--- src/rtl/ecc_pkg.sv ---
// escape count color mapper: shared types and constants
// no dependencies; imported by every module of the block
`default_nettype none

package ecc_pkg;

  localparam int COUNT_BITS_DEF = 24;
  localparam int SHADE_BITS_DEF = 8;

  localparam int CFG_ADDR_BITS  = 5;
  localparam int CFG_DATA_BITS  = 32;
  localparam int SHADE_REG_BITS = 9;
  localparam int ORDER_BITS     = 3;

  localparam logic [SHADE_REG_BITS-1:0] SHADES_RESET   = 9'd8;
  localparam int                        MAX_ITER_RESET = 255;

  typedef enum logic [2:0] {
    REG_TABLE_KIND    = 3'd0,
    REG_REVERSE_ORDER = 3'd1,
    REG_CHANNEL_ORDER = 3'd2,
    REG_SHADES        = 3'd3,
    REG_MAX_ITER      = 3'd4
  } cfg_reg_e;

  typedef enum logic [ORDER_BITS-1:0] {
    ORD_RGB = 3'd0,
    ORD_RBG = 3'd1,
    ORD_GRB = 3'd2,
    ORD_GBR = 3'd3,
    ORD_BRG = 3'd4,
    ORD_BGR = 3'd5
  } ord_e;

  typedef struct packed {
    logic kind;
    logic rev;
    ord_e ord;
  } pal_cfg_t;

endpackage

`default_nettype wire

--- src/rtl/ecc_div_cell.sv ---
// escape count color mapper: restoring division cell, one quotient bit per word
// uses ecc_pkg; instantiated by escape_count_color_mapper
`default_nettype none

module ecc_div_cell
  import ecc_pkg::*;
#(
  parameter int DW = COUNT_BITS_DEF,
  parameter int NW = SHADE_BITS_DEF,
  parameter int QW = SHADE_BITS_DEF,
  parameter int TW = 1
) (
  input  wire logic          clk_i,
  input  wire logic          rst_ni,
  input  wire logic          valid_i,
  output logic               ready_o,
  input  wire logic [DW-1:0] rem_i,
  input  wire logic [NW-1:0] num_i,
  input  wire logic [QW-1:0] quo_i,
  input  wire logic [TW-1:0] tag_i,
  input  wire logic [DW-1:0] div_i,
  output logic               valid_o,
  input  wire logic          ready_i,
  output logic [DW-1:0]      rem_o,
  output logic [NW-1:0]      num_o,
  output logic [QW-1:0]      quo_o,
  output logic [TW-1:0]      tag_o
);

  logic          valid_q;
  logic [DW-1:0] rem_q, rem_d;
  logic [NW-1:0] num_q, num_d;
  logic [QW-1:0] quo_q, quo_d;
  logic [TW-1:0] tag_q;
  logic [DW:0]   trial;
  logic [DW:0]   diff;
  logic          take;
  logic [QW:0]   quo_ext;

  assign ready_o = !valid_q || ready_i;

  assign trial   = {rem_i, num_i[NW-1]};
  assign diff    = trial - {1'b0, div_i};
  assign take    = trial >= {1'b0, div_i};
  assign rem_d   = take ? diff[DW-1:0] : trial[DW-1:0];
  assign num_d   = num_i << 1;
  assign quo_ext = {quo_i, take};
  assign quo_d   = quo_ext[QW-1:0];

  always_ff @(posedge clk_i or negedge rst_ni) begin
    if (!rst_ni) begin
      valid_q <= 1'b0;
    end else if (ready_o) begin
      valid_q <= valid_i;
    end
  end

  always_ff @(posedge clk_i) begin
    if (ready_o && valid_i) begin
      rem_q <= rem_d;
      num_q <= num_d;
      quo_q <= quo_d;
      tag_q <= tag_i;
    end
  end

  assign valid_o = valid_q;
  assign rem_o   = rem_q;
  assign num_o   = num_q;
  assign quo_o   = quo_q;
  assign tag_o   = tag_q;

endmodule

`default_nettype wire

--- config.mk ---
export PLATFORM = sky130hd
export DESIGN_NAME = ecc_div_cell
export DESIGN_NICKNAME = d
export VERILOG_FILES = /design/src/rtl/ecc_pkg.sv /design/src/rtl/ecc_div_cell.sv
export SDC_FILE = /design/constraint.sdc
export NUM_CORES = 1
export LEC_CHECK = 0
export BUFFER_PORTS_ARGS = -buffer_cell sky130_fd_sc_hd__buf_2
export CAP_MARGIN = 20
export CORE_MARGIN = 2
export CORE_UTILIZATION = 51
export DETAILED_ROUTE_END_ITERATION = 16
export GPL_ROUTABILITY_DRIVEN = 1
export GPL_TIMING_DRIVEN = 1
export PLACE_DENSITY = 0.81
export SYNTH_ARGS = -nofsm -noshare
export SYNTH_HDL_FRONTEND = slang
export SYNTH_SLANG_ARGS = --single-unit
--- constraint.sdc ---
create_clock -name clk_i -period 2.25 [get_ports clk_i]
set_input_delay 0.1125 -clock clk_i [delete_from_list [all_inputs] [get_ports clk_i]]
set_output_delay 0.1125 -clock clk_i [all_outputs]
set_load 0.01 [all_outputs]
==> impl_metrics.yaml <==
global_route:
  grt_pass1_wl_mm: 15.9
  grt_use_total: 0.281
  grt_max_degree: 41
  grt_pass1_vias: 3279
  gr-total-overflow: 0
  antenna_found_initial: 0
floorplanning:
  die_h_um: 83.8
  die-area_mm2: 0.00702
  core_mm2: 0.00624
  ios: 112
  die_w_um: 83.8
  rows: 29
  start_util: 0.520
setup_path:
  rr_endpoint: "quo_o[7]"
  rr_startpoint: "valid_o"
  endpoint: "rem_o[12]"
  cp.required_ps: 2300
  crit_path_end_kind: "flop"
  cp_max_fo: 4
  path_cells: "buf_2, inv_1, ha_1, fa_1, nor2b_1, o2111ai_2, a21oi_1, buf_4, nor3_1, xnor2_1, mux2_4"
  rrSetupSlack_ps: 790
  cp.arrival_ps: 2180
  cp_top_family: "adder cells"
  rr_worst_depth: 3
  critPathMaxStageDelay_ps: 420
  startpoint_type: "primary input"
  cp_num_buf_inv: 3
  cp-startpoint: "num_i[7]"
  crit_cells: 11
  critical_path.slowest_cell: "fa_1"
  crit_type: "primary input to flop"
detailed_routing:
  vias: 3378
  wl_per_cell_um: 16.6
  wl_mm: 9.90
  drt_iter0_drc: 243
  drc: 0
  via_per_inst: 5.67
  postRouteAntennaNets: 0
  dr.pass1.iters: 5
layout:
  syn2layout_area_growth_pct: 43.7
  drive_gt1_frac: 0.428
  final_nets: 612
  final_cell_mix: "buf_2 (109), buf_4 (77), edfxtp_1 (40)"
  instances_no_fill: 596
  mostFrequentLayoutCell: "buf_2"
  antennaDiodeCount: 0
  final_area_mm2: 0.00466
logic_synthesis:
  synth.cell_area_mm2: 0.00325
  async_flop_share: 0.0244
  synth_area_per_cell_um2: 9.99
  synth_seq_cells: 41
  synth_edf_count: 40
  yosysUniqueCellTypes: 64
  yosysWarnings: 0
  synth_ff_type: "edfxtp_1"
  syn-instance-count: 325
  ys_seq_area_frac: 0.378
  synth_nets: 419
worst_hold_path:
  hold_class: "primary input to flop"
power_and_ir_drop:
  power.density_mw_per_mm2: 539
  irDropWorstVdd_uv: 416
  p_sw_uw: 777
  p_sw_frac: 0.309
  power_leakage_uw: 0.00216
  p_seq_frac: 0.377
  power.share.clock: 0.243
  combPwrFrac: 0.380
  intPower_uw: 1730
timing:
  slew_violations: 0
  hold_viol: 0
  worstMarginPinSlew_ps: 567
  period_minus_slack_ps: 2130
  finalCritPeriodShare: 0.945
  rsz0062_at_grt: "false"
  fin_worst_skew_ps: 13.3
  slew_headroom: 0.612
  setup_viol: 0
  fmaxAchievable_mhz: 470
placement:
  place_congestion: 0.906
  dpl.cell_count: 572
  dpl.hpwl_mm: 7.91
  placed_area_mm2: 0.00439
  portBuffers: 109
clocking:
  clk_pin_slew_ps: 80
  clk_latency_ps: 300
  cts_tree: "done"
  htree_levels: 2
  cts-root-buf: "clkbuf_8"
  clock_sinks: 41
  cts-buffers-inserted: 5
  cts_setup_buffers: 0
  cts.path.max_buffers: 2
outcome:
  outcome: "finished clean"
job:
  drv_cap: 0
==> worst reg2reg max path, stage by stage (launching register included) <==
cell and delay [ps]:
dfrtp_1 380, nand2b_1 100, and2_2 160, buf_4 450
==> cell families after synthesis <==
logic type,count (synthesis),synth area share
flops,41,0.378
buf+inv,50,0.0744
xor+xnor,11,0.0297
simple gates,91,0.154
compound gates,96,0.224
mux,10,0.0405
fa+ha+maj,25,0.0987
other cells,1,0.00116
==> through the flow <==
stage                     hold WS, ps  power, uW  setup TNS [ps]  setup slack (ps)   util
after floorplan                  -183       1490               0              8.58      -
after global placement           -113       1850           -1710              -158  0.703
after detailed placement         -111       1880           -2280              -230  0.703
after CTS                        10.1       2500               0              79.4  0.745
after global routing             12.4       2630               0              12.6  0.747
final                            20.5       2510               0               123  0.747
==> synthesized netlist by cell type, types with 5 or more instances <==
| cell type | count | area (um2) |
|---|---|---|
| a21oi_1 | 24 | 120 |
| and3_1 | 6 | 37.5 |
| buf_2 | 5 | 25.0 |
| clkbuf_1 | 6 | 22.5 |
| edfxtp_1 | 40 | 1200 |
| ha_1 | 24 | 300 |
| inv_1 | 33 | 124 |
| mux2_2 | 5 | 56.3 |
| mux2_4 | 5 | 75.1 |
| nand2_1 | 16 | 60.1 |
| nand3_1 | 16 | 80.1 |
| nand4_1 | 7 | 43.8 |
| nor2_1 | 10 | 37.5 |
| nor3_1 | 13 | 65.1 |
| o21a_1 | 9 | 67.6 |
| o21ai_0 | 14 | 70.1 |
| o31ai_1 | 7 | 52.6 |
| xnor2_1 | 8 | 70.1 |
==> layer usage <==
layer	track usage	wire length (um)	vias to the layer above
li1	-	-	1615
met1	0.376	4200	1588
met2	0.477	4820	153
met3	0.0425	686	22
met4	0.0718	190	0
met5	0	0	-
==> worst min path at each step <==
stage                        start  endpoint  slack (ps)  cells after the start
final                      valid_i   valid_o          20                      2
after global routing       valid_i   valid_o          10                      2
after CTS                 quo_i[1]  quo_o[2]          10                      1
after detailed placement    rst_ni   valid_o        -110                      1
after global placement      rst_ni   valid_o        -110                      1
after floorplan             rst_ni   valid_o        -180                      0
==> power groups by stage <==
stage | registers [uW] | clock network, uW | logic [uW]
after CTS | 947 | 609 | 944
final | 947 | 611 | 953
after global placement | 960 | 0 | 886
after detailed placement | 964 | 0 | 919
after global routing | 953 | 643 | 1030
after floorplan | 1000 | 0 | 491
==> registers in the layout (all words and copies together) (netlist names) <==
signal,count
rem_o,24
quo_o,8
num_o,7
tag_o,1
valid_o,1
==> area by class of cell <==
cell class / instances / area, um2
Inverter: 34 / 133
Clock inverter: 2 / 35.0
Clock buffer: 6 / 72.6
Sequential cell: 41 / 1230
Fill cell: 454 / 1580
Timing Repair Buffer: 202 / 1280
Tap cell: 77 / 96.3
Multi-Input combinational cell: 234 / 1820
==> repair_timing <==
action | in CTS | in global routing
endpoints found under the hold margin | 15 | 1
setup endpoints to repair | 0 | 6
resized for setup | 0 | 1
hold buffers | 15 | 1
(Power assumes the default switching activity.)
