==> src/rtl/ecc_pkg.sv <==
// escape count color mapper: shared types and constants
// no dependencies; imported by every module of the block
`default_nettype none

package ecc_pkg;

  localparam int COUNT_BITS_DEF = 24;
  localparam int SHADE_BITS_DEF = 8;

  localparam int CFG_ADDR_BITS  = 5;
  localparam int CFG_DATA_BITS  = 32;
  localparam int SHADE_REG_BITS = 9;
  localparam int ORDER_BITS     = 3;

  localparam logic [SHADE_REG_BITS-1:0] SHADES_RESET   = 9'd8;
  localparam int                        MAX_ITER_RESET = 255;

  typedef enum logic [2:0] {
    REG_TABLE_KIND    = 3'd0,
    REG_REVERSE_ORDER = 3'd1,
    REG_CHANNEL_ORDER = 3'd2,
    REG_SHADES        = 3'd3,
    REG_MAX_ITER      = 3'd4
  } cfg_reg_e;

  typedef enum logic [ORDER_BITS-1:0] {
    ORD_RGB = 3'd0,
    ORD_RBG = 3'd1,
    ORD_GRB = 3'd2,
    ORD_GBR = 3'd3,
    ORD_BRG = 3'd4,
    ORD_BGR = 3'd5
  } ord_e;

  typedef struct packed {
    logic kind;
    logic rev;
    ord_e ord;
  } pal_cfg_t;

endpackage

`default_nettype wire

==> src/rtl/ecc_mul_cell.sv <==
// escape count color mapper: multiply cell, one registered product per word
// uses ecc_pkg; instantiated by escape_count_color_mapper
`default_nettype none

module ecc_mul_cell
  import ecc_pkg::*;
#(
  parameter int AW = COUNT_BITS_DEF,
  parameter int BW = SHADE_BITS_DEF + 1,
  parameter int TW = 1
) (
  input  wire logic             clk_i,
  input  wire logic             rst_ni,
  input  wire logic             valid_i,
  output logic                  ready_o,
  input  wire logic [AW-1:0]    a_i,
  input  wire logic [BW-1:0]    b_i,
  input  wire logic [TW-1:0]    tag_i,
  output logic                  valid_o,
  input  wire logic             ready_i,
  output logic [AW+BW-1:0]      prod_o,
  output logic [TW-1:0]         tag_o
);

  logic              valid_q;
  logic [AW+BW-1:0]  prod_q, prod_d;
  logic [TW-1:0]     tag_q;

  assign ready_o = !valid_q || ready_i;
  assign prod_d  = (AW+BW)'(a_i) * (AW+BW)'(b_i);

  always_ff @(posedge clk_i or negedge rst_ni) begin
    if (!rst_ni) begin
      valid_q <= 1'b0;
    end else if (ready_o) begin
      valid_q <= valid_i;
    end
  end

  always_ff @(posedge clk_i) begin
    if (ready_o && valid_i) begin
      prod_q <= prod_d;
      tag_q  <= tag_i;
    end
  end

  assign valid_o = valid_q;
  assign prod_o  = prod_q;
  assign tag_o   = tag_q;

endmodule

`default_nettype wire

==> config.mk <==
export PLATFORM = sky130hd
export DESIGN_NAME = ecc_mul_cell
export DESIGN_NICKNAME = d
export VERILOG_FILES = /design/src/rtl/ecc_pkg.sv /design/src/rtl/ecc_mul_cell.sv
export SDC_FILE = /design/constraint.sdc
export NUM_CORES = 1
export LEC_CHECK = 0
export BUFFER_PORTS_ARGS = -buffer_cell sky130_fd_sc_hd__buf_2
export CAP_MARGIN = 20
export CORE_ASPECT_RATIO = 2
export CORE_MARGIN = 2
export CORE_UTILIZATION = 27
export CTS_CLUSTER_SIZE = 28
export DETAILED_ROUTE_END_ITERATION = 7
export MAX_ROUTING_LAYER = met4
export PLACE_DENSITY = 0.41
export SLEW_MARGIN = 20
export SYNTH_ARGS = -nofsm -noshare
export SYNTH_HDL_FRONTEND = slang
export SYNTH_SLANG_ARGS = --single-unit
==> constraint.sdc <==
create_clock -name clk_i -period 4.9 [get_ports clk_i]
set_clock_uncertainty 0.1 [all_clocks]
set_input_delay 1.47 -clock clk_i [delete_from_list [all_inputs] [get_ports clk_i]]
set_output_delay 1.47 -clock clk_i [all_outputs]
set_load 0.05 [all_outputs]
==> run_results.csv <==
group,metric,value,unit
run_status,outcome,"finished with violations",
run_status,failed_checks,"setup timing",
clock_network,cts_inserted_buffers,5,
setup_path,worst_setup_path_start_kind,"input port",
setup_path,arrival,5.56,ns
global_route,grt_use_total,0.1870,
timing,hold_violations,0,
setup_path,slowest_stage,"fa_1",
logic_synthesis,ys_ff_latch,35,
logic_synthesis,synth_nets,1102,
place,gp_congestion,0.7986,
clock_network,clkSinkCount,35,
finish,ff_latch_area,1046,sq um
finish,diodes,0,
finish,multi_input_area,7132,sq um
logic_synthesis,synth_edf_count,34,
global_route,grt_max_degree,35,
timing,max_freq,180.3,MHz
drt,ant_nets,0,
timing,slew_headroom,0.3492,
logic_synthesis,syn_inst,856,
drt,vias,6656,
clock_network,root_buffer,"clkbuf_16",
logic_synthesis,avgSynthCellArea,9.241,sq um
timing,rsz0062_at_grt,"true",
place,hpwl,22130,um
finish,fin_nets,1315,
floorplan,die_y,246.1,um
timing,holdWs,0.4207,ns
drt,wl_per_cell,18.99,um
logic_synthesis,ys_seq_area_frac,0.1322,
drt,drc,0,
min_path,hold_path.class,"reg -> reg",
logic_synthesis,synthFlopType,"edfxtp_1",
setup_path,slowest_delay,0.58,ns
drt,drt_iter0_drc,240,
setup_path,crit_path_end_kind,"register",
global_route,grt_antenna_before_repair,0,
setup_path,cp_max_fo,8,
logic_synthesis,synth_cell_types,53,
floorplan,die-area,30760,sq um
timing,setup_viol,25,
logic_synthesis,async_reset_ff_frac,0.02857,
setup_path,r2r_slack,3.13,ns
setup_path,worst_ep_required_time,4.92,ns
logic_synthesis,ys.warnings.count,0,
logic_synthesis,netlist_area,7910,sq um
job,drv_cap,0,
timing,finalMaxSlewViolations,0,
floorplan,io_pins,74,
place,numPortBuffers,73,
clock_network,clock_path_buffers,2,
clock_network,htree_num_levels,2,
timing,min_period_over_period,1.132,
setup_path,crit_start,"b_i[1]",
finish,final_layout_size_suffix_gt1_frac,0.4000,
finish,areaGrowthSynthToFinish,46.01,%
timing,layout_min_cycle_time,5.545,ns
timing,tightest_slew,0.9762,ns
setup_path,critPathKind,"in -> reg",
finish,fillers,2918,
setup_path,worst-r2r-cell-count,2,
global_route,gr-total-overflow,0,
setup_path,path_cells,"buf_12 -> buf_12 -> and2_4 -> fa_1 -> inv_2 -> fa_1 -> fa_1 -> fa_1 -> inv_2 -> ha_4 -> nand2_4 -> nor3_4 -> nand4_1 -> o2111ai_4 -> mux2i_2 -> nor4_4",
floorplan,die_x,125.0,um
floorplan,num_rows,88,
floorplan,initial_core_util,0.2742,
timing,setup_slack,-0.6453,ns
setup_path,rr_startpoint,"valid_o",
clock_network,path_clk_slew,0.08,ns
setup_path,crit_path_end,"prod_o[29]",
global_route,grt_pass1_vias,7669,
drt,wl,27160,um
floorplan,coreArea,28850,sq um
drt,drtPass1Iterations,4,
setup_path,crit_top_cell,"fa_1",
clock_network,cts_tree,"yes",
clock_network,clk_latency,0.30,ns
setup_path,r2r_end,"prod_o[3]",
drt,avgViaCountPerCell,4.655,
global_route,grt_pass1_wl,42300,um
clock_network,hold_buffers,0,
==> routing by layer <==
layer / up-vias / track usage / share of wire
met3: 42 / 0.01194 / 0.014
met2: 91 / 0.4055 / 0.64
met5: - / - / 0
met1: 3452 / 0.1576 / 0.31
li1: 3071 / - / -
met4: 0 / 0.07386 / 0.039
==> state kept, by name, indices dropped and copies added (netlist names) <==
| register | flops |
|---|---|
| valid_o | 1 |
| tag_o | 1 |
| prod_o | 33 |
==> how the worst min path moves through the flow <==
stage	slack, ns	start	depth (start not counted)	endpoint
floorplan	1.07	rst_ni	0	valid_o
global placement	0.40	valid_o	2	valid_o
detailed placement	0.42	valid_o	2	valid_o
CTS	0.43	valid_o	2	valid_o
global route	0.46	valid_o	2	valid_o
finish	0.42	valid_o	2	valid_o
==> placed cells by master, fill, tap and decap left out, types with 3 or more instances in the layout <==
cell type,n
fa_1,140
buf_4,139
inv_1,133
nand2_1,116
and2_1,86
buf_2,47
edfxtp_1,34
ha_1,28
ha_4,25
buf_6,25
inv_2,22
and2_4,20
buf_12,18
nor2_1,17
a21oi_1,16
fa_2,15
xnor2_1,14
o21ai_2,12
nand2_2,11
nand2_4,10
a21oi_2,9
nand4_1,8
a21oi_4,7
buf_16,7
a21o_1,6
nor2_2,5
xor2_1,5
nand2b_1,5
clkbuf_16,5
nor3_1,4
a31oi_1,4
o21ai_0,4
a31oi_4,3
xor2_2,3
nor2_4,3
o21ai_1,3
==> cells by family after synthesis <==
kind of cell / count (synthesis) / share of synthesized area
simple gates: 304 / 0.1904
fa+ha+maj: 208 / 0.4761
buf+inv: 190 / 0.09111
compound gates: 93 / 0.08067
flops: 35 / 0.1322
xor+xnor: 23 / 0.02547
mux: 3 / 0.003954
==> area by class of cell <==
| type | count | area share |
|---|---|---|
| Clock buffer | 5 | 0.01083 |
| Sequential cell | 35 | 0.09056 |
| Inverter | 155 | 0.05037 |
| Tap cell | 360 | 0.03900 |
| Timing Repair Buffer | 241 | 0.1897 |
| Clock inverter | 3 | 0.002058 |
| Multi-Input combinational cell | 631 | 0.6175 |
==> Yosys cell counts, types with 2 or more instances <==
| library cell | number | share of area |
|---|---|---|
| o21a_1 | 3 | 0.0028 |
| a21o_1 | 6 | 0.0057 |
| o21bai_1 | 2 | 0.0019 |
| clkbuf_1 | 29 | 0.014 |
| a211o_1 | 2 | 0.0022 |
| inv_1 | 155 | 0.074 |
| nor4_1 | 5 | 0.0040 |
| o21ai_0 | 14 | 0.0089 |
| and2_1 | 107 | 0.085 |
| ha_1 | 53 | 0.084 |
| xnor2_1 | 15 | 0.017 |
| buf_2 | 6 | 0.0038 |
| nand4_1 | 8 | 0.0063 |
| o311ai_2 | 2 | 0.0041 |
| mux2i_1 | 2 | 0.0025 |
| nand2_1 | 136 | 0.065 |
| fa_1 | 155 | 0.39 |
| nor3_1 | 8 | 0.0051 |
| o2111ai_1 | 2 | 0.0022 |
| nand2b_1 | 6 | 0.0047 |
| a31oi_1 | 6 | 0.0047 |
| o211ai_1 | 2 | 0.0019 |
| o21ai_1 | 7 | 0.0044 |
| a21oi_1 | 32 | 0.020 |
| edfxtp_1 | 34 | 0.13 |
| xor2_1 | 8 | 0.0089 |
| nand3_1 | 2 | 0.0013 |
| nor2_1 | 24 | 0.011 |
==> timing repair <==
item,in CTS,in global routing
resized for setup,127,124
buffers inserted,21,18
setup endpoints to repair,26,25
pin swaps,58,96
gates cloned,4,0
==> critical path, delay by kind of cell <==
family	cells	cell delay, ns
simple gates	5	0.97
fa+ha+maj	5	2.35
buf+inv	4	0.36
compound gates	1	0.28
mux	1	0.12
==> through the flow <==
step                      instance area [sq um]  setup slack (ns)  utilization  setup TNS [ns]  instances
after detailed placement                  10030            -1.570       0.3477          -27.17       1385
after global routing                      11550           -0.8003       0.4004          -12.96       1430
after global placement                    10030            -1.550       0.3477          -26.50       1385
after CTS                                 10950           -0.7364       0.3796          -11.30       1415
final                                     11550           -0.6453       0.4004          -9.597       1430
after floorplan                            8466           -0.5475            -          -7.253        856
Power is left out: the tool's default activity adds up to more than one toggle a clock period on the data nets, which glitch-free logic cannot reach.
