<file path="src/rtl/ecc_pkg.sv">
// escape count color mapper: shared types and constants
// no dependencies; imported by every module of the block
`default_nettype none

package ecc_pkg;

  localparam int COUNT_BITS_DEF = 24;
  localparam int SHADE_BITS_DEF = 8;

  localparam int CFG_ADDR_BITS  = 5;
  localparam int CFG_DATA_BITS  = 32;
  localparam int SHADE_REG_BITS = 9;
  localparam int ORDER_BITS     = 3;

  localparam logic [SHADE_REG_BITS-1:0] SHADES_RESET   = 9'd8;
  localparam int                        MAX_ITER_RESET = 255;

  typedef enum logic [2:0] {
    REG_TABLE_KIND    = 3'd0,
    REG_REVERSE_ORDER = 3'd1,
    REG_CHANNEL_ORDER = 3'd2,
    REG_SHADES        = 3'd3,
    REG_MAX_ITER      = 3'd4
  } cfg_reg_e;

  typedef enum logic [ORDER_BITS-1:0] {
    ORD_RGB = 3'd0,
    ORD_RBG = 3'd1,
    ORD_GRB = 3'd2,
    ORD_GBR = 3'd3,
    ORD_BRG = 3'd4,
    ORD_BGR = 3'd5
  } ord_e;

  typedef struct packed {
    logic kind;
    logic rev;
    ord_e ord;
  } pal_cfg_t;

endpackage

`default_nettype wire

</file>
<file path="src/rtl/ecc_color_cell.sv">
// escape count color mapper: palette entry, channel order and output register
// uses ecc_pkg; instantiated by escape_count_color_mapper
`default_nettype none

module ecc_color_cell
  import ecc_pkg::*;
#(
  parameter int SHADE_BITS = SHADE_BITS_DEF
) (
  input  wire logic                  clk_i,
  input  wire logic                  rst_ni,
  input  wire logic                  valid_i,
  output logic                       ready_o,
  input  wire pal_cfg_t              cfg_i,
  input  wire logic [SHADE_BITS-1:0] s_max_i,
  input  wire logic                  black_i,
  input  wire logic                  zero_i,
  input  wire logic [SHADE_BITS-1:0] d1_i,
  input  wire logic [SHADE_BITS-1:0] d2_i,
  input  wire logic [SHADE_BITS-1:0] d3_i,
  input  wire logic [2:0]            seg_i,
  input  wire logic [SHADE_BITS-1:0] rem_i,
  output logic                       valid_o,
  input  wire logic                  ready_i,
  output logic [7:0]                 red_o,
  output logic [7:0]                 green_o,
  output logic [7:0]                 blue_o
);

  localparam int SB = SHADE_BITS;

  logic          valid_q;
  logic [7:0]    red_q, red_d;
  logic [7:0]    green_q, green_d;
  logic [7:0]    blue_q, blue_d;
  logic [SB-1:0] ax0, ax1, ax2;
  logic [SB-1:0] lvl;

  assign ready_o = !valid_q || ready_i;
  assign lvl     = rem_i + SB'(1);

  always_comb begin
    ax0 = '0;
    ax1 = '0;
    ax2 = '0;
    if (black_i) begin
      ax0 = '0;
    end else if (!cfg_i.kind) begin
      ax0 = cfg_i.rev ? s_max_i - d1_i : d1_i;
      ax1 = cfg_i.rev ? s_max_i - d2_i : d2_i;
      ax2 = cfg_i.rev ? s_max_i - d3_i : d3_i;
    end else if (!zero_i) begin
      unique case (seg_i)
        3'd0: begin
          ax2 = lvl;
        end
        3'd1: begin
          ax1 = lvl;
          ax2 = s_max_i;
        end
        3'd2: begin
          ax1 = s_max_i;
          ax2 = s_max_i - lvl;
        end
        3'd3: begin
          ax0 = lvl;
          ax1 = s_max_i;
        end
        3'd4: begin
          ax0 = s_max_i;
          ax1 = s_max_i - lvl;
        end
        3'd5: begin
          ax0 = s_max_i;
          ax2 = lvl;
        end
        default: begin
          ax0 = s_max_i;
          ax1 = lvl;
          ax2 = s_max_i;
        end
      endcase
    end
  end

  always_comb begin
    unique case (cfg_i.ord)
      ORD_RBG: begin
        red_d = 8'(ax0); blue_d = 8'(ax1); green_d = 8'(ax2);
      end
      ORD_GRB: begin
        green_d = 8'(ax0); red_d = 8'(ax1); blue_d = 8'(ax2);
      end
      ORD_GBR: begin
        green_d = 8'(ax0); blue_d = 8'(ax1); red_d = 8'(ax2);
      end
      ORD_BRG: begin
        blue_d = 8'(ax0); red_d = 8'(ax1); green_d = 8'(ax2);
      end
      ORD_BGR: begin
        blue_d = 8'(ax0); green_d = 8'(ax1); red_d = 8'(ax2);
      end
      default: begin
        red_d = 8'(ax0); green_d = 8'(ax1); blue_d = 8'(ax2);
      end
    endcase
  end

  always_ff @(posedge clk_i or negedge rst_ni) begin
    if (!rst_ni) begin
      valid_q <= 1'b0;
    end else if (ready_o) begin
      valid_q <= valid_i;
    end
  end

  always_ff @(posedge clk_i) begin
    if (ready_o && valid_i) begin
      red_q   <= red_d;
      green_q <= green_d;
      blue_q  <= blue_d;
    end
  end

  assign valid_o = valid_q;
  assign red_o   = red_q;
  assign green_o = green_q;
  assign blue_o  = blue_q;

endmodule

`default_nettype wire
</file>
<file path="config.mk">
export PLATFORM = sky130hd
export DESIGN_NAME = ecc_color_cell
export DESIGN_NICKNAME = d
export VERILOG_FILES = /design/src/rtl/ecc_pkg.sv /design/src/rtl/ecc_color_cell.sv
export SDC_FILE = /design/constraint.sdc
export NUM_CORES = 1
export LEC_CHECK = 0
export BUFFER_PORTS_ARGS = -buffer_cell sky130_fd_sc_hd__clkbuf_2
export CAP_MARGIN = 40
export CORE_UTILIZATION = 53
export CTS_BUF_LIST = sky130_fd_sc_hd__clkbuf_2
export CTS_CLUSTER_SIZE = 20
export DETAILED_ROUTE_END_ITERATION = 16
export PLACE_DENSITY = 0.84
export SLEW_MARGIN = 5
export SYNTH_ARGS = -nofsm -noshare
export SYNTH_HDL_FRONTEND = slang
export SYNTH_SLANG_ARGS = --single-unit
</file>
<file path="constraint.sdc">
create_clock -name clk_i -period 1.4 [get_ports clk_i]
set_input_delay 0.07 -clock clk_i [delete_from_list [all_inputs] [get_ports clk_i]]
set_output_delay 0.07 -clock clk_i [all_outputs]
set_load 0.03 [all_outputs]
</file>
==> run summary <==
status -> finished with violations
failing checks -> negative setup slack
clk sink count -> 25
num ports -> 80
Max IR drop VDD -> 0.000287 V
Startpoint Class -> primary input
cell breakdown of the critical path -> clkbuf_4 > nand3_4 > xnor2_4 > inv_2 > ha_1 > o21a_1 > o31a_1 > o21ai_2 > nand2b_1 > xnor2_2 > o311ai_2 > a32o_2 > nor2_1 > o32ai_1
Iter 0 DRT Violations -> 421
Slew Limit Fails -> 0
HP Class -> primary input to flip-flop
Slowest cell on crit path -> o32ai_1
final wirelength -> 15200 µm
synthesis-stage register bit count -> 25
Worst R2R Start -> valid_o
CP required -> 1560 ps
Synth cell types -> 70
post-DP HPWL -> 11200 µm
pwr dens -> 598 nW/µm²
ANT cells -> 0
Final nets -> 829
IO Port Bufs -> 79
commonest non-fill, non-tap cell in the layout -> buf_4
Worst-Margin Slew -> 506 ps
CTS tree -> built
clk_skew -> 18.0 ps
CTS buffer count -> 3
Pleak -> 2.81 nW
Mapped Cells -> 531
Setup crit end kind -> flip-flop
fin cells -> 840
crit-path max cell delay -> 330 ps
Clock Tree Buf Depth -> 2
global placement routability congestion -> 0.945
Setup CP Type -> primary input to flip-flop
Hold Path End -> green_o[1]
period utilisation layout -> 1.79
hold path startpoint -> cfg_i[1]
cell family with most CP delay -> compound AO/OA/AOI/OAI gates
Min Clock Period, post-route -> 2510 ps
syn avg cell area -> 7.49 µm²
DIE AREA -> 7860 µm²
reg-to-reg slack, setup -> 160 ps
Main synth FF type -> edfxtp_1
largest net degree at the start of global routing -> 31
Synth Area in Compound Gates -> 0.324
first-pass GRT wire length -> 22000 µm
adder and majority gate portion of the synthesized area -> 0.114
MaxCap Viol Count -> 0
Synth Cell Area -> 3980 µm²
post-synthesis mux area share -> 0.0638
final worst slack -> -1110 ps
Clk Latency, worst-skew pair -> 360 ps
Post-Synth Simple-Gate Area -> 0.184
Synth Area in XOR/XNOR -> 0.0591
GR Overflow Total -> 0
placement row count -> 31
CP Buf/Inv Count -> 2
Syn Nets -> 618
worst hold path depth -> 2
hold slack -> 162 ps
via/cell ratio -> 6.23
DRC viols -> 0
Pre-Repair DR Iteration Count -> 5
Yosys Warn Count -> 0
DR vias -> 5229
RSZ-0062 raised after global routing -> yes
initial antenna violation count -> 0
gr usage total -> 0.364
FMAX -> 399 MHz
placed cells -> 819
sequential area share after synthesis -> 0.187
commonest cells after routing, fill and taps aside -> buf_4 (148), clkbuf_2 (78), nor2_1 (44), a21oi_1 (44), nand2_1 (35)
DR WL/cell -> 18.1 µm
CP max FO -> 4
starting density of the core -> 0.549
Max-slew headroom -> 0.661
layout cell share with drive strength beyond 1 -> 0.428
vias in the first global route -> 4730
Reg clk slew, reported paths -> 230 ps
main combinational cell family by area after synthesis -> compound AO/OA/AOI/OAI gates
Root Buffer -> clkbuf_2
setup violators final -> 24
Horiz. Die Dim -> 88.6 µm
Async SR Flop Fraction -> 0.0400
reg-to-reg critical path endpoint -> valid_o
CP arrival -> 2670 ps
setup_tns -> -17790 ps
final hold vios -> 0
ANT nets after route -> 0
Critical Path Source -> rem_i[2]
Syn-to-layout area delta -> 53.1%
Chip Height -> 88.6 µm
Post-synth EDFFs -> 24
core area -> 7250 µm²
H-tree depth -> 1
FF-to-FF path depth -> 3
-- per-stage QoR --
step | total power [mW] | util | area [µm²] | setup slack (ps)
after floorplan | 2.20 | - | 4170 | -980
after global placement | 2.93 | 0.776 | 5630 | -1220
after detailed placement | 3.02 | 0.776 | 5630 | -1410
after CTS | 3.43 | 0.818 | 5930 | -869
after global routing | 3.84 | 0.840 | 6090 | -1220
final | 3.64 | 0.840 | 6090 | -1110
-- timing repair --
| item | CTS | global route |
|---|---|---|
| hold buffers | 3 | 1 |
| buffers inserted | 11 | 2 |
| gates resized for setup | 40 | 28 |
| pin swaps | 18 | 18 |
| endpoints found under the hold margin | 2 | 1 |
| endpoints found under the setup margin | 24 | 24 |
-- worst max-delay path by stage --
stage | endpoint | slack [ps] | cells past startpoint
after floorplan | green_o[6] | -980 | 12
after global placement | blue_o[6] | -1220 | 15
final | blue_o[5] | -1110 | 14
after CTS | blue_o[5] | -870 | 14
after detailed placement | green_o[6] | -1410 | 12
after global routing | blue_o[6] | -1220 | 13
-- metal layers --
layer / global-route usage / wire [µm] / up-vias
met1: 0.417 / 5690 / 2370
met2: 0.666 / 7580 / 370
met3: 0.0289 / 1090 / 94
met5: 0 / 0 / -
li1: - / - / 2395
met4: 0.205 / 882 / 0
-- sequential cells by signal (all words and copies together), names as in the netlist --
register and cells:
blue_o 8, valid_o 1, green_o 8, red_o 8
-- logic make-up (layout without fill, tap and decap cells) --
group,count (synthesis),in the layout
buffers and inverters,69,279
XOR/XNOR,26,26
multiplexers,25,25
AO/OA/AOI/OAI,202,202
AND/OR/NAND/NOR,150,150
adder cells (fa/ha/maj),34,34
flip-flops,25,25
-- power by group --
part / switching, mW / leakage (nW) / internal [mW] / total [mW]
Sequential: 0.0171 / 0.245 / 0.905 / 0.922
Clock: 0.213 / 0.0166 / 0.0755 / 0.289
Combinational: 1.32 / 2.55 / 1.12 / 2.43
-- Yosys cell counts, drive strengths merged, types with 6 or more instances --
master   n  area (µm²)
o21ai   57         289
a21oi   54         270
nor2    48         180
inv     37         139
nand2   37         139
ha      29         363
edfxtp  24         721
mux2i   22         220
nor3    19         106
xnor2   17         149
clkbuf  15        56.3
buf     14        65.1
o22ai   12        75.1
nand2b  11        68.8
a211oi  10        80.1
nand3    9        50.1
xor2     9        86.3
nor2b    8        50.1
o211ai   8        60.1
a22oi    7        52.6
a21o     6        45.0
o21a     6        45.0
-- worst register-to-register path, delay by kind of cell (launching register included) --
kind                   cells  cell delay (ps)
buffers and inverters      1              550
flip-flops                 1              450
AND/OR/NAND/NOR            2              160
-- final cells by class --
class,count,area (µm²)
inverter,40,158
tap,99,124
clock buffer,4,20.0
timing repair buffer,235,1650
multi-input combinational,437,3390
sequential,25,746
fill,451,1160
Power figures use the tool's default switching activity.
